**src/design/prlb_pkg.sv**
```systemverilog
`timescale 1ns / 1ps
// ----------------------------------------------------------------------------
// prlb_pkg
// Types and constants shared by the particle ring lifetime burst block.
// ----------------------------------------------------------------------------
package prlb_pkg;

    localparam int OUT_W     = 5;
    localparam int LT_W      = 24;
    localparam int CNT_W     = 6;
    localparam int CFG_IDX_W = 2;
    localparam int OP_W      = 2;
    localparam int RND_W     = 16;
    localparam int CFG_CNT_W = 5;

    localparam logic [OP_W-1:0] OP_TICK      = 2'd0;
    localparam logic [OP_W-1:0] OP_SET_LEVEL = 2'd1;
    localparam logic [OP_W-1:0] OP_ACTIVATE  = 2'd2;

    localparam logic [CFG_IDX_W-1:0] REG_BASE_COUNT       = 2'd0;
    localparam logic [CFG_IDX_W-1:0] REG_COUNT_VARIATION  = 2'd1;
    localparam logic [CFG_IDX_W-1:0] REG_MAX_LIFETIME     = 2'd2;
    localparam logic [CFG_IDX_W-1:0] REG_DEFAULT_LIFETIME = 2'd3;

    localparam logic [CFG_CNT_W-1:0] BASE_COUNT_RESET      = 5'd5;
    localparam logic [CFG_CNT_W-1:0] COUNT_VARIATION_RESET = 5'd2;
    localparam logic [LT_W-1:0]      MAX_LIFETIME_RESET    = 24'd196608;
    localparam logic [LT_W-1:0]      DEFAULT_LIFETIME_RESET = 24'd0;
    localparam logic [LT_W-1:0]      LT_SAT                = 24'hFFFFFF;

    typedef struct packed {
        logic [OP_W-1:0]        op;
        logic signed [LT_W-1:0] delta_time;
        logic                   level;
        logic [RND_W-1:0]       random_frac;
    } in_item_t;

    typedef struct packed {
        logic [OUT_W-1:0] oldest_index;
        logic [OUT_W-1:0] next_free_index;
        logic [OUT_W-1:0] live_count;
        logic [OUT_W-1:0] spawned_count;
    } out_item_t;

    typedef struct packed {
        logic load;
        logic walk_rd;
        logic walk_wr;
        logic spawn_wr;
        logic finish;
    } cmd_t;

    typedef struct packed {
        logic in_is_tick;
        logic walk_done;
        logic tick_spawn;
        logic spawn_done;
        logic out_free;
    } status_t;

endpackage

```
**src/design/prlb_ram.sv**
```systemverilog
`timescale 1ns / 1ps
// ----------------------------------------------------------------------------
// prlb_ram
// Generic single-write, single-read memory with a registered read port.
// ----------------------------------------------------------------------------
module prlb_ram #(
    parameter int WIDTH = 24,
    parameter int DEPTH = 32
) (
    input  logic                                    clk,
    input  logic                                    we,
    input  logic [(DEPTH > 1 ? $clog2(DEPTH) : 1)-1:0] waddr,
    input  logic [WIDTH-1:0]                        wdata,
    input  logic                                    re,
    input  logic [(DEPTH > 1 ? $clog2(DEPTH) : 1)-1:0] raddr,
    output logic [WIDTH-1:0]                        rdata
);

    logic [WIDTH-1:0] mem_reg [DEPTH];
    logic [WIDTH-1:0] rdata_reg;

    always_ff @(posedge clk)
    begin
        if (we)
        begin
            mem_reg[waddr] <= wdata;
        end
        if (re)
        begin
            rdata_reg <= mem_reg[raddr];
        end
    end

    assign rdata = rdata_reg;

endmodule

```
**src/design/prlb_ctrl.sv**
```systemverilog
`timescale 1ns / 1ps
// ----------------------------------------------------------------------------
// prlb_ctrl
// Sequencer for the aging walk, the spawn burst and the result handoff.
// ----------------------------------------------------------------------------
module prlb_ctrl (
    input  logic              clk,
    input  logic              rst_n,
    input  logic              in_valid,
    output logic              in_ready,
    input  prlb_pkg::status_t status,
    output prlb_pkg::cmd_t    cmd
);

    typedef enum logic [2:0] {
        S_IDLE,
        S_WALK_RD,
        S_WALK_WR,
        S_SPAWN,
        S_DONE
    } state_t;

    state_t state_reg;
    state_t state_next;

    always_comb
    begin
        cmd          = '0;
        state_next   = state_reg;
        unique case (state_reg)
            S_IDLE:
            begin
                cmd.load = in_valid;
                if (in_valid)
                begin
                    state_next = status.in_is_tick ? S_WALK_RD : S_DONE;
                end
            end
            S_WALK_RD:
            begin
                if (status.walk_done)
                begin
                    state_next = status.tick_spawn ? S_SPAWN : S_DONE;
                end
                else
                begin
                    cmd.walk_rd = 1'b1;
                    state_next  = S_WALK_WR;
                end
            end
            S_WALK_WR:
            begin
                cmd.walk_wr = 1'b1;
                state_next  = S_WALK_RD;
            end
            S_SPAWN:
            begin
                if (status.spawn_done)
                begin
                    state_next = S_DONE;
                end
                else
                begin
                    cmd.spawn_wr = 1'b1;
                end
            end
            S_DONE:
            begin
                cmd.finish = status.out_free;
                if (status.out_free)
                begin
                    state_next = S_IDLE;
                end
            end
            default:
            begin
                state_next = S_IDLE;
            end
        endcase
    end

    always_ff @(posedge clk or negedge rst_n)
    begin
        if (!rst_n)
        begin
            state_reg <= S_IDLE;
        end
        else
        begin
            state_reg <= state_next;
        end
    end

    assign in_ready = (state_reg == S_IDLE);

    // A write of the walk always follows the read of the same entry.
    assert property (@(posedge clk) disable iff (!rst_n)
        cmd.walk_wr |-> $past(cmd.walk_rd))
        else $error("walk write without preceding read");

    // Only one datapath command is issued per cycle.
    assert property (@(posedge clk) disable iff (!rst_n)
        $onehot0({cmd.load, cmd.walk_rd, cmd.walk_wr, cmd.spawn_wr, cmd.finish}))
        else $error("more than one datapath command");

    // The spawn burst is only entered when the level showed a rising edge.
    assert property (@(posedge clk) disable iff (!rst_n)
        (state_reg == S_WALK_RD && status.walk_done && !status.tick_spawn)
        |=> state_reg == S_DONE)
        else $error("spawn entered without a rising level");

endmodule

```
**src/design/prlb_dp.sv**
```systemverilog
`timescale 1ns / 1ps
// ----------------------------------------------------------------------------
// prlb_dp
// Datapath: lifetime ring, pointers, levels, settings and result register.
// ----------------------------------------------------------------------------
module prlb_dp #(
    parameter int RING_DEPTH = 32
) (
    input  logic                                   clk,
    input  logic                                   rst_n,
    input  prlb_pkg::in_item_t                     in_data,
    input  logic                                   cfg_valid,
    input  logic [prlb_pkg::CFG_IDX_W-1:0]         cfg_index,
    input  logic [prlb_pkg::LT_W-1:0]              cfg_data,
    input  prlb_pkg::cmd_t                         cmd,
    output prlb_pkg::status_t                      status,
    output logic                                   out_valid,
    input  logic                                   out_ready,
    output prlb_pkg::out_item_t                    out_data
);

    localparam int PW = (RING_DEPTH > 1) ? $clog2(RING_DEPTH) : 1;
    localparam int OW = prlb_pkg::OUT_W;
    localparam int LW = prlb_pkg::LT_W;
    localparam int CW = prlb_pkg::CNT_W;
    localparam int SW = prlb_pkg::LT_W + 2;
    localparam int PRW = prlb_pkg::RND_W + prlb_pkg::CFG_CNT_W;
    localparam logic [PW-1:0] LAST_IDX = PW'(RING_DEPTH - 1);

    logic [prlb_pkg::CFG_CNT_W-1:0] base_reg;
    logic [prlb_pkg::CFG_CNT_W-1:0] var_reg;
    logic [LW-1:0]                  max_reg;
    logic [LW-1:0]                  dflt_reg;

    logic [PW-1:0] oldest_reg;
    logic [PW-1:0] free_reg;
    logic [PW-1:0] walk_reg;
    logic          active_reg;
    logic          last_reg;

    logic [prlb_pkg::OP_W-1:0] op_reg;
    logic                      level_reg;
    logic signed [LW-1:0]      dt_reg;
    logic [CW-1:0]             want_reg;
    logic [CW-1:0]             made_reg;

    logic                 out_valid_reg;
    prlb_pkg::out_item_t  out_data_reg;

    logic [PRW-1:0]       prod;
    logic [CW-1:0]        want_next;
    logic [PW-1:0]        walk_succ;
    logic [PW-1:0]        free_succ;
    logic [LW-1:0]        ram_rdata;
    logic signed [SW-1:0] sum;
    logic [LW-1:0]        clamped;
    logic                 expired;
    logic                 ram_we;
    logic [PW-1:0]        ram_waddr;
    logic [LW-1:0]        ram_wdata;
    logic [PW:0]          diff;
    logic [PW:0]          live;

    assign prod      = PRW'(in_data.random_frac) * PRW'(var_reg);
    assign want_next = CW'(base_reg) + CW'(prod[PRW-1:prlb_pkg::RND_W]);

    assign walk_succ = (walk_reg == LAST_IDX) ? '0 : walk_reg + 1'b1;
    assign free_succ = (free_reg == LAST_IDX) ? '0 : free_reg + 1'b1;

    assign sum     = $signed({2'b00, ram_rdata}) + $signed({{2{dt_reg[LW-1]}}, dt_reg});
    assign expired = (sum >= $signed({2'b00, max_reg}));

    always_comb
    begin
        if (sum[SW-1])
        begin
            clamped = '0;
        end
        else if (sum[SW-2])
        begin
            clamped = prlb_pkg::LT_SAT;
        end
        else
        begin
            clamped = sum[LW-1:0];
        end
    end

    assign ram_we    = cmd.walk_wr | cmd.spawn_wr;
    assign ram_waddr = cmd.walk_wr ? walk_reg : free_reg;
    assign ram_wdata = cmd.walk_wr ? clamped : dflt_reg;

    prlb_ram #(
        .WIDTH (LW),
        .DEPTH (RING_DEPTH)
    ) u_ram (
        .clk   (clk),
        .we    (ram_we),
        .waddr (ram_waddr),
        .wdata (ram_wdata),
        .re    (cmd.walk_rd),
        .raddr (walk_reg),
        .rdata (ram_rdata)
    );

    assign diff = {1'b0, free_reg} - {1'b0, oldest_reg};
    assign live = diff[PW] ? diff + (PW+1)'(RING_DEPTH) : diff;

    assign status.in_is_tick = (in_data.op == prlb_pkg::OP_TICK);
    assign status.walk_done  = (walk_reg == free_reg);
    assign status.tick_spawn = active_reg & ~last_reg;
    assign status.spawn_done = (made_reg >= want_reg) || (free_succ == oldest_reg);
    assign status.out_free   = ~out_valid_reg | out_ready;

    always_ff @(posedge clk or negedge rst_n)
    begin
        if (!rst_n)
        begin
            base_reg      <= prlb_pkg::BASE_COUNT_RESET;
            var_reg       <= prlb_pkg::COUNT_VARIATION_RESET;
            max_reg       <= prlb_pkg::MAX_LIFETIME_RESET;
            dflt_reg      <= prlb_pkg::DEFAULT_LIFETIME_RESET;
            oldest_reg    <= '0;
            free_reg      <= '0;
            walk_reg      <= '0;
            active_reg    <= 1'b0;
            last_reg      <= 1'b0;
            made_reg      <= '0;
            out_valid_reg <= 1'b0;
        end
        else
        begin
            if (cfg_valid)
            begin
                unique case (cfg_index)
                    prlb_pkg::REG_BASE_COUNT:       base_reg <= cfg_data[prlb_pkg::CFG_CNT_W-1:0];
                    prlb_pkg::REG_COUNT_VARIATION:  var_reg  <= cfg_data[prlb_pkg::CFG_CNT_W-1:0];
                    prlb_pkg::REG_MAX_LIFETIME:     max_reg  <= cfg_data;
                    prlb_pkg::REG_DEFAULT_LIFETIME: dflt_reg <= cfg_data;
                    default:
                    begin
                    end
                endcase
            end

            if (cmd.load)
            begin
                walk_reg <= oldest_reg;
                made_reg <= '0;
            end

            if (cmd.walk_wr)
            begin
                walk_reg <= walk_succ;
                if (expired)
                begin
                    oldest_reg <= walk_succ;
                end
            end

            if (cmd.spawn_wr)
            begin
                free_reg <= free_succ;
                made_reg <= made_reg + 1'b1;
            end

            if (cmd.finish)
            begin
                case (op_reg)
                    prlb_pkg::OP_TICK:      last_reg   <= active_reg;
                    prlb_pkg::OP_SET_LEVEL: active_reg <= level_reg;
                    prlb_pkg::OP_ACTIVATE:
                    begin
                        active_reg <= 1'b1;
                        last_reg   <= 1'b0;
                    end
                    default:
                    begin
                    end
                endcase
                out_valid_reg <= 1'b1;
            end
            else if (out_ready)
            begin
                out_valid_reg <= 1'b0;
            end
        end
    end

    always_ff @(posedge clk)
    begin
        if (cmd.load)
        begin
            op_reg    <= in_data.op;
            level_reg <= in_data.level;
            dt_reg    <= in_data.delta_time;
            want_reg  <= want_next;
        end
        if (cmd.finish)
        begin
            out_data_reg.oldest_index    <= OW'(oldest_reg);
            out_data_reg.next_free_index <= OW'(free_reg);
            out_data_reg.live_count      <= OW'(live);
            out_data_reg.spawned_count   <= OW'(made_reg);
        end
    end

    assign out_valid = out_valid_reg;
    assign out_data  = out_data_reg;

    // A spawned entry never takes the last empty slot of the ring.
    assert property (@(posedge clk) disable iff (!rst_n)
        cmd.spawn_wr |-> free_succ != oldest_reg)
        else $error("spawn would fill the last empty slot");

    // Both ring pointers stay inside the ring.
    assert property (@(posedge clk) disable iff (!rst_n)
        oldest_reg <= LAST_IDX && free_reg <= LAST_IDX)
        else $error("ring pointer out of range");

    // A new result is only loaded once the previous one has been taken.
    assert property (@(posedge clk) disable iff (!rst_n)
        cmd.finish |-> (!out_valid_reg || out_ready))
        else $error("result overwritten before it was taken");

endmodule

```
**src/design/particle_ring_lifetime_burst.sv**
```systemverilog
`timescale 1ns / 1ps
// ----------------------------------------------------------------------------
// particle_ring_lifetime_burst
// Ring pool of particle lifetimes with aging, expiry and burst spawning.
// ----------------------------------------------------------------------------
// Each accepted item gives exactly one result item. A set-level or activate
// item, or an unused op code, goes from acceptance straight to its result
// step, which loads the result once the output register is free. A tick
// first walks the live entries from the oldest on: the single lifetime
// memory is read and then written once per live entry. When the active
// level shows a rising edge the tick then spawns new entries, one memory
// write each, before its result step. The next item is accepted in the cycle
// after a result is loaded, even while that result still waits in the output
// register; a following item then stalls in its last step until the waiting
// result is taken. The configuration port is always ready and is to be
// written only while the block is idle.
module particle_ring_lifetime_burst #(
    parameter int RING_DEPTH = 32
) (
    input  logic                           clk,
    input  logic                           rst_n,
    input  logic                           in_valid,
    output logic                           in_ready,
    input  prlb_pkg::in_item_t             in_data,
    output logic                           out_valid,
    input  logic                           out_ready,
    output prlb_pkg::out_item_t            out_data,
    input  logic                           cfg_valid,
    output logic                           cfg_ready,
    input  logic [prlb_pkg::CFG_IDX_W-1:0] cfg_index,
    input  logic [prlb_pkg::LT_W-1:0]      cfg_data
);

    prlb_pkg::cmd_t    cmd;
    prlb_pkg::status_t status;

    assign cfg_ready = 1'b1;

    prlb_ctrl u_ctrl (
        .clk      (clk),
        .rst_n    (rst_n),
        .in_valid (in_valid),
        .in_ready (in_ready),
        .status   (status),
        .cmd      (cmd)
    );

    prlb_dp #(
        .RING_DEPTH (RING_DEPTH)
    ) u_dp (
        .clk       (clk),
        .rst_n     (rst_n),
        .in_data   (in_data),
        .cfg_valid (cfg_valid),
        .cfg_index (cfg_index),
        .cfg_data  (cfg_data),
        .cmd       (cmd),
        .status    (status),
        .out_valid (out_valid),
        .out_ready (out_ready),
        .out_data  (out_data)
    );

endmodule
```
**config.mk**
```make
export PLATFORM = sky130hd
export DESIGN_NAME = particle_ring_lifetime_burst
export DESIGN_NICKNAME = d
export VERILOG_FILES = /design/src/design/prlb_pkg.sv /design/src/design/prlb_ram.sv /design/src/design/prlb_ctrl.sv /design/src/design/prlb_dp.sv /design/src/design/particle_ring_lifetime_burst.sv
export SDC_FILE = /design/constraint.sdc
export NUM_CORES = 1
export LEC_CHECK = 0
export ABC_AREA = 1
export BUFFER_PORTS_ARGS = -buffer_cell sky130_fd_sc_hd__buf_2
export CAP_MARGIN = 15
export CORE_UTILIZATION = 47
export CTS_BUF_LIST = sky130_fd_sc_hd__clkbuf_4 sky130_fd_sc_hd__clkbuf_8
export CTS_CLUSTER_SIZE = 14
export DETAILED_ROUTE_END_ITERATION = 8
export GPL_TIMING_DRIVEN = 1
export PLACE_DENSITY = 0.64
export SETUP_SLACK_MARGIN = 0.15
export SYNTH_ARGS = -nofsm -noshare
export SYNTH_HDL_FRONTEND = slang
export SYNTH_SLANG_ARGS = --single-unit
```
**constraint.sdc**
```tcl
create_clock -name clk -period 14.6 [get_ports clk]
set_input_delay 0 -clock clk [delete_from_list [all_inputs] [get_ports clk]]
set_output_delay 0 -clock clk [all_outputs]
set_load 0.05 [all_outputs]
```
After elaboration in Yosys (flattened, before gate mapping) --
Memory sizes are Yosys's and may differ from the RTL's. A register that Yosys moved wholly into a read port is not among the register bits. Index checks and enable logic that the tools add are counted.
Storage, ports and cells: bits in writable memories 768, bits of input ports 74, register bits after elaboration 138, memories 1
Cells by class: add/sub/neg operators 7, mux-type cells 31, $lt $le $gt $ge 2, equality and inequality tests 16, reduce and logical (&&, ||, !) cells 18, $mul 1, bitwise operators 5
Memories:
- u_dp.u_ram.mem_reg | words 32, bits a word 24, read ports 1, clocked after memory_dff 1, write ports 1, RTL line prlb_ram.sv:19 | logic [WIDTH-1:0] mem_reg [DEPTH];
Operator list (number):
- $mux 24 | 3
- $mux 5 | 6
- $add 25x24->26 | 1
- $ge 26x25->1 | 1
- $mul 16x5->21 | 1
- $mux 3 | 6
- $add 5x1->5 const B | 3
- $pmux 3 s5 | 1
- $reduce_and 2->1 | 7
- $mux 6 | 2
- $mux 1 | 11
- $eq 5x5->1 | 2
- $eq 5x5->1 const B | 2
- $reduce_bool 2->1 | 5
- $add 5x5->6 | 1
- $add 6x1->6 const B | 1
- $eq 2x2->1 const B | 3
- $eq 3x2->1 const B | 2
- $ge 6x6->1 | 1
- $logic_not 2->1 | 3
- $sub 5x5->6 | 1
- $eq 2x1->1 const B | 2
- $ne 2x2->1 const B | 2
- $pmux 1 s2 | 2
- 9 further kinds | 11

Logic depth before layout (Yosys ltp) --
Gate-level depths: netlist (run 1).
depth in word-level cells 9, mapped depth 26

Modules after synthesis --
From an unflattened synthesis (run 1), not the netlist that was laid out.
Second synthesis, totals: cells, all modules 4071, area, all modules 42846.1 um2
By module, submodules not included:
- prlb_ram | cells each 2665, seq. area each 23782.8 um2, instances 1, area an instance 32000.7 um2
- prlb_dp | cells each 1364, seq. area each 3649.8 um2, instances 1, area an instance 10578.9 um2
- prlb_ctrl | cells each 40, seq. area each 75.1 um2, instances 1, area an instance 255.2 um2
- particle_ring_lifetime_burst | cells each 2, seq. area each 0.0 um2, instances 1, area an instance 11.3 um2

Worst setup path before layout (run 1) --
OpenSTA, ideal clock, no wires.
kind register -> register, start point register u_dp.var_reg[2] (netlist name), end point register u_dp.want_reg[5] (data pin), arrival time 4382 ps, setup slack 9964 ps, required time 14346 ps, stages on the path, launching flop included 24, buffers on the path 2, path through dfrtp_1 > clkbuf_1 > clkbuf_1 > nand2_1 > fa_1 > fa_1 > fa_1 > inv_1 > ha_1 > a21oi_1 > nor2_1 > a211oi_1 > nand2_1 > nand2_1 > nand2_1 > nand3_1 > nand2_1 > xor2_1 > ha_1 > nand2_1 > nor2_1 > a211oi_1 > o21bai_1 > a21o_1
Between the ends: longest elaborated chain between the ends 2
RTL lines:
- from (decl) | RTL line prlb_dp.sv:31 | logic [prlb_pkg::CFG_CNT_W-1:0] var_reg;
- from (signal assigned) | RTL line prlb_dp.sv:120 | var_reg <= prlb_pkg::COUNT_VARIATION_RESET;
- from (signal assigned) | RTL line prlb_dp.sv:137 | prlb_pkg::REG_COUNT_VARIATION: var_reg <= cfg_data[prlb_pkg::CFG_CNT_W-1:0];
- $mul 16x5->21 | RTL line prlb_dp.sv:64 | assign prod = PRW'(in_data.random_frac) * PRW'(var_reg);
- $add 5x5->6 | RTL line prlb_dp.sv:65 | assign want_next = CW'(base_reg) + CW'(prod[PRW-1:prlb_pkg::RND_W]);
- net u_dp.want_next[5] | RTL line prlb_dp.sv:51 | logic [CW-1:0] want_next;
- to (signal assigned) | RTL line prlb_dp.sv:197 | want_reg <= want_next;
- to (decl) | RTL line prlb_dp.sv:44 | logic [CW-1:0] want_reg;
The timed path passes the listed nets, and every way through them passes these cells. A chain may end at the register's enable or synchronous reset.

Final worst setup path (run 1) --
start point register u_dp.var_reg[3] (netlist name), end point register u_dp.want_reg[5] (data pin)
Same word-level chain as after synthesis.

==> results.txt, run 1 <==
result of the run: finished, final reports clean
worst setup timing slack at the placement stage: 9.64 ns
Synth Net Count: 3,769
wire length of the first global-routing pass: 171 mm
CTS Sinks: 930
Total Routing Usage GR: 25.7%
list of cells traversed by the critical path: nand2_1 -> inv_1 -> fa_1 -> fa_1 -> inv_1 -> fa_1 -> inv_1 -> ha_1 -> a21oi_1 -> nor2_1 -> a211oi_1 -> nand2_1 -> nand2_1 -> nand2_1 -> nand3_1 -> nand2_1 -> xor2_1 -> ha_1 -> nand2_1 -> nor2_1 -> a211oi_1 -> o21bai_1 -> a21o_1
flip-flop cell with the highest count after synthesis: sky130_fd_sc_hd__edfxtp_1
total number of placement rows: 108
library cells used by synthesis: 53
number of vias after detailed routing: 28.9k
initial core utilization: 47.7%
post-synthesis simple-gate area fraction: 10.6%
number of flip-flops under the largest register name: 768
fin area: 47,200 µm²
data required time of the critical path: 15.15 ns
I/O pin total: 97
maximum achievable frequency: 202 MHz
fraction of synthesized cell area taken by the top area cell type: 61.2%
stage delay of the slowest cell on the critical path: 0.73 ns
maximum buffer depth of the clock tree: 3
critical path data arrival time: 5.50 ns
most frequent cells in the layout: sky130_fd_sc_hd__edfxtp_1 (845), sky130_fd_sc_hd__o21ai_0 (511), sky130_fd_sc_hd__nor2_1 (504)
antenna violations before repair: 1
cell seen most often among critical-path stages: sky130_fd_sc_hd__nand2_1
RSZ-0062 raised after global routing: false
headroom to the max-slew limit: 18.3%
post-detailed-route DRC marker count: 0
Final Critical Period: 4.94 ns
Core Footprint: 87,000 µm²
cell at the slowest stage of the critical path: sky130_fd_sc_hd__dfrtp_1
dominant combinational cell family by area after synthesis: compound AO/OA/AOI/OAI gates
ratio of routed vias to standard cells: 5.74
final net count: 3,978
Post-Synthesis Mean Instance Area: 11.7 µm²
Tightest Hold Check Type: primary input to flip-flop
maximum vdd ir drop: 0.157 mV
sort of element at the end of the critical path: flip-flop
die area: 89,400 µm²
Pwr per Cell Area: 186 nW/µm²
total CTS buffers: 149
register clock-pin slew on the reported worst setup and hold paths: 0.06 ns
number of violations of the max-capacitance limit: 0
cell type with the highest aggregate area in the netlist: sky130_fd_sc_hd__edfxtp_1
Detailed Route Iter0 Violations: 3,264
Syn. warnings: 0
H-tree depth: 4
most common cell after layout, fill and taps aside: sky130_fd_sc_hd__edfxtp_1
# setup viols final: 0
smallest setup slack after layout: 9.66 ns
maximum number of pins on one net before global-route repair: 221
final wirelength: 115 mm
DIE HEIGHT: 299 µm
share of post-route cells with drive strength above 1: 11.9%
clock tree from TritonCTS: yes
synthesized instance count: 3,552
sort of element at the start of the critical path: flip-flop
setup tns final: 0 ns
flop and latch count out of synthesis: 930
Clk Latency, worst-skew pair: 0.81 ns
static leakage: 17.6 nW
setup bufs post-CTS: 0
final worst clock skew: 0.0343 ns
final cycle utilization of the critical path: 33.9%
antenna-violating nets left: 0
number of enable flip-flop cells after synthesis: 845
length of the first detailed-routing pass in iterations: 6
part of the Yosys area used for sequential elements: 66.3%
netlist area before placement: 41,500 µm²
horizontal extent of the die: 299 µm
post-detail-place hpwl: 65.6 mm
Synth Area in Compound Gates: 12.4%
xor/xnor share of the synthesized area: 0.781%
adder-cell area share of the yosys netlist: 5.11%
share of cell area taken by muxes after synthesis: 0%
number of hold violations in the final report: 0
dpl cell area: 43,200 µm²
final-report max-slew violation count: 0
cell at the root of the clock tree: sky130_fd_sc_hd__clkbuf_8
final global-route overflow total: 0
top fanout value on the critical path: 17
routed len/inst: 22.8 µm
synthesis-to-finish area growth: 13.8%
slew of the pin with the lowest slew margin: 1.22 ns
PortBufs: 95
number of global-route vias before repair: 27.6k
type of the worst setup path: flip-flop to flip-flop
post-cts repair resize count: 0
Synth area leaders: sky130_fd_sc_hd__edfxtp_1 (61%), sky130_fd_sc_hd__o21ai_0 (6.2%), sky130_fd_sc_hd__nor2_1 (4.9%)
weighted congestion at the end of routability-driven global placement: 0.930
Post-synth ARST share: 9.14%
[per-stage QoR]
stage	util [%]	hold WS (ns)	std cells	total power, mW
6_report	54.2	0.0611	5028	8.78
2_1_floorplan	-	-0.296	3552	5.60
3_3_place_gp	49.7	-0.0957	4662	6.55
4_1_cts	54.1	0.000166	5022	8.76
3_5_place_dp	49.7	-0.101	4662	6.60
5_1_grt	54.2	0.0557	5028	9.26
[Yosys cell counts, types with 3 or more instances]
library cell / number
sky130_fd_sc_hd__dfstp_2: 5
sky130_fd_sc_hd__a32oi_1: 23
sky130_fd_sc_hd__nand4_1: 15
sky130_fd_sc_hd__xnor2_1: 11
sky130_fd_sc_hd__xor2_1: 26
sky130_fd_sc_hd__o21ai_1: 20
sky130_fd_sc_hd__nor4_1: 3
sky130_fd_sc_hd__nand3_2: 8
sky130_fd_sc_hd__a211oi_1: 4
sky130_fd_sc_hd__inv_1: 287
sky130_fd_sc_hd__nor3_1: 14
sky130_fd_sc_hd__buf_2: 56
sky130_fd_sc_hd__nor2_2: 3
sky130_fd_sc_hd__nand2_1: 398
sky130_fd_sc_hd__nand3_1: 101
sky130_fd_sc_hd__a21oi_1: 56
sky130_fd_sc_hd__buf_1: 4
sky130_fd_sc_hd__o21ai_0: 511
sky130_fd_sc_hd__buf_6: 5
sky130_fd_sc_hd__fa_1: 44
sky130_fd_sc_hd__inv_2: 5
sky130_fd_sc_hd__o211ai_1: 7
sky130_fd_sc_hd__a31oi_1: 26
sky130_fd_sc_hd__ha_1: 99
sky130_fd_sc_hd__buf_4: 9
sky130_fd_sc_hd__o22ai_1: 45
sky130_fd_sc_hd__dfrtp_1: 80
sky130_fd_sc_hd__clkbuf_1: 118
sky130_fd_sc_hd__o21bai_1: 12
sky130_fd_sc_hd__o221ai_1: 148
sky130_fd_sc_hd__edfxtp_1: 845
sky130_fd_sc_hd__nor2_1: 537
[critical path: cells and delay by family, from the launching register on]
kind	cells	cell delay [ns]
fa+ha+maj	5	1.99
compound gates	5	0.94
flops	1	0.73
simple gates	9	0.63
buf+inv	3	0.20
xor+xnor	1	0.20
[what timing repair did]
item | CTS | global route
setup endpoints to repair | 0 | 0
hold buffers | 98 | 0
endpoints found under the hold margin | 223 | 0
[kinds of logic (layout without fill, tap and decap cells)]
family / Yosys count / in the layout
AOI/OAI and AO/OA: 863 / 863
xor gates and xnor gates: 37 / 37
adders and majority gates: 143 / 143
buffers and inverters: 487 / 807
DFF: 930 / 930
other: 1 / 2
and+or+nand+nor: 1091 / 1091
[worst paths after layout]
check	from	slack (ns)	cells past startpoint	endpoint
min reg2reg	u_dp.max_reg[15]	0.48	2	u_dp.max_reg[15]
max reg2reg	u_dp.var_reg[3]	9.66	23	u_dp.want_reg[5]
min in group asynchronous	rst_n	0.54	4	u_ctrl.state_reg[1]
max	u_dp.var_reg[3]	9.66	23	u_dp.want_reg[5]
min	cfg_data[10]	0.06	4	u_dp.dflt_reg[10]
max in group asynchronous	rst_n	12.90	4	u_dp.walk_reg[0]
[where the power goes]
part / switching, mW / internal (mW) / total (mW)
logic: 2.26 / 0.916 / 3.18
clock network: 1.03 / 1.12 / 2.15
registers: 0.137 / 3.31 / 3.45
total: 3.43 / 5.34 / 8.78
[final cells by class]
cell class,instances,area (µm²)
Timing Repair Buffer,252,2010
Clock inverter,55,320
Sequential cell,930,27500
Fill cell,7400,39800
Antenna cell,1,2.50
Inverter,293,1120
Tap cell,1155,1450
Clock buffer,207,2510
Multi-Input combinational cell,2135,12300
[layer usage]
| layer | track usage [%] | part of all wire (%) | vias to the layer above |
|---|---|---|---|
| met4 | 10.2 | 3.2 | 0 |
| met5 | 0 | 0 | - |
| met3 | 4.34 | 9.1 | 220 |
| met1 | 36.5 | 42 | 14130 |
| met2 | 39.5 | 46 | 1368 |
| li1 | - | - | 13157 |
Note: power is estimated with default switching activity, not from simulation.
==> inputs of run 2 (changes only) <==
- ABC_AREA: 1 -> 0
- clock period: 14.6 -> 4.6 ns (I/O delays scaled with it)
==> results.txt, run 2 <==
library cells used by synthesis: 69 (was 53)
total CTS buffers: 151 (was 149)
fin area: 47,500 µm² (was 47,200 µm²)
Clk Latency, worst-skew pair: 0.85 ns (was 0.81 ns)
max layer used: met5 (was met4)
setup tns final: -1.03 ns (was 0 ns)
flop and latch count out of synthesis: 930 (unchanged)
total number of placement rows: 106 (was 108)
maximum buffer depth of the clock tree: 3 (unchanged)
net switching power of the design: 9.44 mW (was 3.43 mW)
number of enable flip-flop cells after synthesis: 845 (unchanged)
maximum number of pins on one net before global-route repair: 70 (was 221)
P_int: 19.0 mW (was 5.34 mW)
flip-flop cell with the highest count after synthesis: sky130_fd_sc_hd__edfxtp_1 (unchanged)
post-layout util: 56.5% (was 54.2%)
Tightest Hold Check Type: primary input to flip-flop (unchanged)
DIE HEIGHT: 294 µm (was 299 µm)
routed len/inst: 26.3 µm (was 22.8 µm)
fraction of synthesized cell area taken by the top area cell type: 63.1% (was 61.2%)
number of hold violations in the final report: 0 (unchanged)
cell type with the highest aggregate area in the netlist: sky130_fd_sc_hd__edfxtp_1 (unchanged)
Synth area leaders: sky130_fd_sc_hd__edfxtp_1 (63%), sky130_fd_sc_hd__mux4_2 (13%), sky130_fd_sc_hd__dfrtp_1 (5.0%) (was sky130_fd_sc_hd__edfxtp_1 (61%), sky130_fd_sc_hd__o21ai_0 (6.2%), sky130_fd_sc_hd__nor2_1 (4.9%))
ratio of routed vias to standard cells: 5.76 (was 5.74)
Clock Power Share: 25.4% (was 24.5%)
post-detailed-route DRC marker count: 0 (unchanged)
H-tree depth: 4 (unchanged)
switching fraction of total power: 33.2% (was 39.1%)
die area: 86,700 µm² (was 89,400 µm²)
Final Critical Period: 4.88 ns (was 4.94 ns)
cell at the root of the clock tree: sky130_fd_sc_hd__clkbuf_8 (unchanged)
weighted congestion at the end of routability-driven global placement: 0.859 (was 0.930)
part of the Yosys area used for sequential elements: 68.4% (was 66.3%)
post-detail-place hpwl: 57.6 mm (was 65.6 mm)
headroom to the max-slew limit: 20.6% (was 18.3%)
Total Routing Usage GR: 23.7% (was 25.7%)
sort of element at the start of the critical path: flip-flop (unchanged)
netlist area before placement: 40,200 µm² (was 41,500 µm²)
final cycle utilization of the critical path: 106% (was 33.9%)
maximum achievable frequency: 205 MHz (was 202 MHz)
cell at the slowest stage of the critical path: sky130_fd_sc_hd__fa_1 (was sky130_fd_sc_hd__dfrtp_1)
wire length on met3: 7.43 mm (was 10.4 mm)
sequential cell fraction of total power: 40.1% (was 39.3%)
final-report max-slew violation count: 0 (unchanged)
met2 routed WL: 49.4 mm (was 52.5 mm)
maximum vdd ir drop: 0.373 mV (was 0.157 mV)
result of the run: complete, but fails checks (was finished, final reports clean)
final total power: 28.4 mW (was 8.78 mW)
CTS Sinks: 930 (unchanged)
most common cell in the netlist: sky130_fd_sc_hd__edfxtp_1 (unchanged)
Pwr per Cell Area: 599 nW/µm² (was 186 nW/µm²)
dpl cell area: 43,100 µm² (was 43,200 µm²)
sort of element at the end of the critical path: flip-flop (unchanged)
initial core utilization: 47.8% (was 47.7%)
Post-Synthesis Mean Instance Area: 18.4 µm² (was 11.7 µm²)
PortBufs: 95 (unchanged)
clock tree from TritonCTS: yes (unchanged)
list of cells traversed by the critical path: and2_4 -> fa_1 -> fa_1 -> inv_1 -> fa_1 -> inv_1 -> ha_1 -> o21ai_0 -> nand2b_1 -> a311o_1 -> a221o_1 -> buf_4 -> xor2_1 -> ha_2 -> inv_2 -> fa_2 -> inv_1 -> a21o_1 -> a21oi_2 -> xnor2_1 (was nand2_1 -> inv_1 -> fa_1 -> fa_1 -> inv_1 -> fa_1 -> inv_1 -> ha_1 -> a21oi_1 -> nor2_1 -> a211oi_1 -> nand2_1 -> nand2_1 -> nand2_1 -> nand3_1 -> nand2_1 -> xor2_1 -> ha_1 -> nand2_1 -> nor2_1 -> a211oi_1 -> o21bai_1 -> a21o_1)
static leakage: 16.6 nW (was 17.6 nW)
register clock-pin slew on the reported worst setup and hold paths: 0.06 ns (about the same)
slew of the pin with the lowest slew margin: 1.19 ns (was 1.22 ns)
cell family with the largest share of critical-path delay: adder cells (unchanged)
number of buffer and inverter instances along the worst setup path: 5 (was 3)
number of global-route vias before repair: 22.5k (was 27.6k)
type of the worst setup path: flip-flop to flip-flop (unchanged)
smallest setup slack after layout: -0.282 ns (was 9.66 ns)
data required time of the critical path: 5.17 ns (was 15.15 ns)
number of flip-flops under the largest register name: 768 (unchanged)
I/O pin total: 97 (unchanged)
Core Footprint: 84,100 µm² (was 87,000 µm²)
Comb pwr share: 34.4% (was 36.2%)
final global-route overflow total: 0 (unchanged)
final worst clock skew: 0.0524 ns (was 0.0343 ns)
wire length of the first global-routing pass: 148 mm (was 171 mm)
Post-synth ARST share: 9.14% (unchanged)
number of vias after detailed routing: 21.9k (was 28.9k)
antenna-violating nets left: 0 (unchanged)
top fanout value on the critical path: 5 (was 17)
RSZ-0062 raised after global routing: true (was false)
final wirelength: 100 mm (was 115 mm)
length of the first detailed-routing pass in iterations: 6 (unchanged)
antenna violations before repair: 4 (was 1)
final net count: 2,773 (was 3,978)
horizontal extent of the die: 294 µm (was 299 µm)
Detailed Route Iter0 Violations: 2,173 (was 3,264)
stage delay of the slowest cell on the critical path: 0.50 ns (was 0.73 ns)
synthesized instance count: 2,186 (was 3,552)
most frequent cells in the layout: sky130_fd_sc_hd__edfxtp_1 (845), sky130_fd_sc_hd__mux4_2 (240), sky130_fd_sc_hd__clkbuf_8 (154) (was sky130_fd_sc_hd__edfxtp_1 (845), sky130_fd_sc_hd__o21ai_0 (511), sky130_fd_sc_hd__nor2_1 (504))
violations in the final reports: negative setup slack
Synth Net Count: 2,403 (was 3,769)
most common cell after layout, fill and taps aside: sky130_fd_sc_hd__edfxtp_1 (unchanged)
met1 wire length: 41.1 mm (was 48.2 mm)
Syn. warnings: 0 (unchanged)
commonest cells in the netlist: sky130_fd_sc_hd__edfxtp_1 (845), sky130_fd_sc_hd__mux4_2 (240), sky130_fd_sc_hd__inv_1 (111) (was sky130_fd_sc_hd__edfxtp_1 (845), sky130_fd_sc_hd__nor2_1 (537), sky130_fd_sc_hd__o21ai_0 (511))
share of post-route cells with drive strength above 1: 32.3% (was 11.9%)
# setup viols final: 5 (was 0)
number of violations of the max-capacitance limit: 0 (unchanged)
critical path data arrival time: 5.45 ns (was 5.50 ns)
synthesis-to-finish area growth: 18.1% (was 13.8%)
## run 2: cell types whose count changed in the layout (fill, tap and decap cells not counted), moves of 148 or more
cell	before	now
sky130_fd_sc_hd__inv_1	285	108
sky130_fd_sc_hd__nand2_1	398	103
sky130_fd_sc_hd__o21ai_0	511	31
sky130_fd_sc_hd__mux4_2	0	240
sky130_fd_sc_hd__nor2_1	504	58
sky130_fd_sc_hd__o221ai_1	148	0
## run 2: worst reg2reg max path, stage by stage (launching register included)
cell	delay (ns)
sky130_fd_sc_hd__dfrtp_2	0.43
sky130_fd_sc_hd__and2_4	0.15
sky130_fd_sc_hd__fa_1	0.50
sky130_fd_sc_hd__fa_1	0.50
sky130_fd_sc_hd__inv_1	0.05
sky130_fd_sc_hd__fa_1	0.48
sky130_fd_sc_hd__inv_1	0.04
sky130_fd_sc_hd__ha_1	0.26
sky130_fd_sc_hd__o21ai_0	0.16
sky130_fd_sc_hd__nand2b_1	0.07
sky130_fd_sc_hd__a311o_1	0.37
sky130_fd_sc_hd__a221o_1	0.39
sky130_fd_sc_hd__buf_4	0.16
sky130_fd_sc_hd__xor2_1	0.13
sky130_fd_sc_hd__ha_2	0.21
sky130_fd_sc_hd__inv_2	0.04
sky130_fd_sc_hd__fa_2	0.34
sky130_fd_sc_hd__inv_1	0.06
sky130_fd_sc_hd__a21o_1	0.12
sky130_fd_sc_hd__a21oi_2	0.06
sky130_fd_sc_hd__xnor2_1	0.11
## run 2: cells by family (layout without fill, tap and decap cells)
group                    after synthesis  count (layout)  synth area share, %
buffers and inverters                204             690                 2.00
flip-flops                           930             930                 68.4
multiplexers                         334             334                 16.1
AND/OR/NAND/NOR                      346             346                 4.14
XOR/XNOR                              43              43                0.937
adder cells (fa/ha/maj)              143             143                 5.27
AO/OA/AOI/OAI                        185             185                 3.14
other                                  1               2              0.00933
## run 2: routing by layer
| metal | vias up | track usage [%] |
|---|---|---|
| met5 | - | 0 |
| met4 | 2 | 6.50 |
| met3 | 142 | 4.64 |
| met2 | 883 | 38.7 |
| met1 | 11506 | 32.5 |
| li1 | 9389 | - |
## run 2: repair_timing
action	4_1_cts	5_1_grt
hold buffers	112	0
setup endpoints to repair	5	11
pin swaps	13	10
endpoints found under the hold margin	181	0
buffers inserted	0	2
resized for setup	9	14
## run 2: cell type report
class,count,area (µm²)
fill,6432,36600
clock inverter,67,562
tap,1134,1420
sequential,930,27500
inverter,112,420
timing repair buffer,309,2740
multi-input combinational,1052,12300
antenna,1,2.50
clock buffer,202,2480
## run 2: power groups by stage
stage	combinational, mW	sequential (mW)	clock, mW
final	9.79	11.4	7.23
after global routing	10.6	11.5	7.73
after CTS	9.68	11.4	7.36
after detailed placement	9.50	11.6	0
after global placement	9.26	11.6	0
after floorplan	6.71	11.3	0
## run 2: final timing paths
| kind | from | endpoint | slack, ns | cells past startpoint |
|---|---|---|---|---|
| worst max-delay path | u_dp.var_reg[3] | u_dp.want_reg[4] | -0.28 | 20 |
| worst min-delay path | cfg_data[1] | u_dp.base_reg[1] | 0.07 | 4 |
| worst max register to register | u_dp.var_reg[3] | u_dp.want_reg[4] | -0.28 | 20 |
| worst min register to register | u_dp.dflt_reg[5] | u_dp.dflt_reg[5] | 0.51 | 1 |
| max in group asynchronous | rst_n | u_dp.walk_reg[1] | 2.88 | 4 |
| min in group asynchronous | rst_n | u_ctrl.state_reg[1] | 0.50 | 4 |
## run 2: through the flow
stage | std cells | worst slack [ns] | hold WS (ns)
after global routing | 3807 | -0.522 | 0.0714
after floorplan | 2186 | -0.141 | -0.296
final | 3807 | -0.282 | 0.0683
after CTS | 3797 | -0.314 | 0.00271
after global placement | 3416 | -0.333 | -0.0957
after detailed placement | 3416 | -0.372 | -0.0879
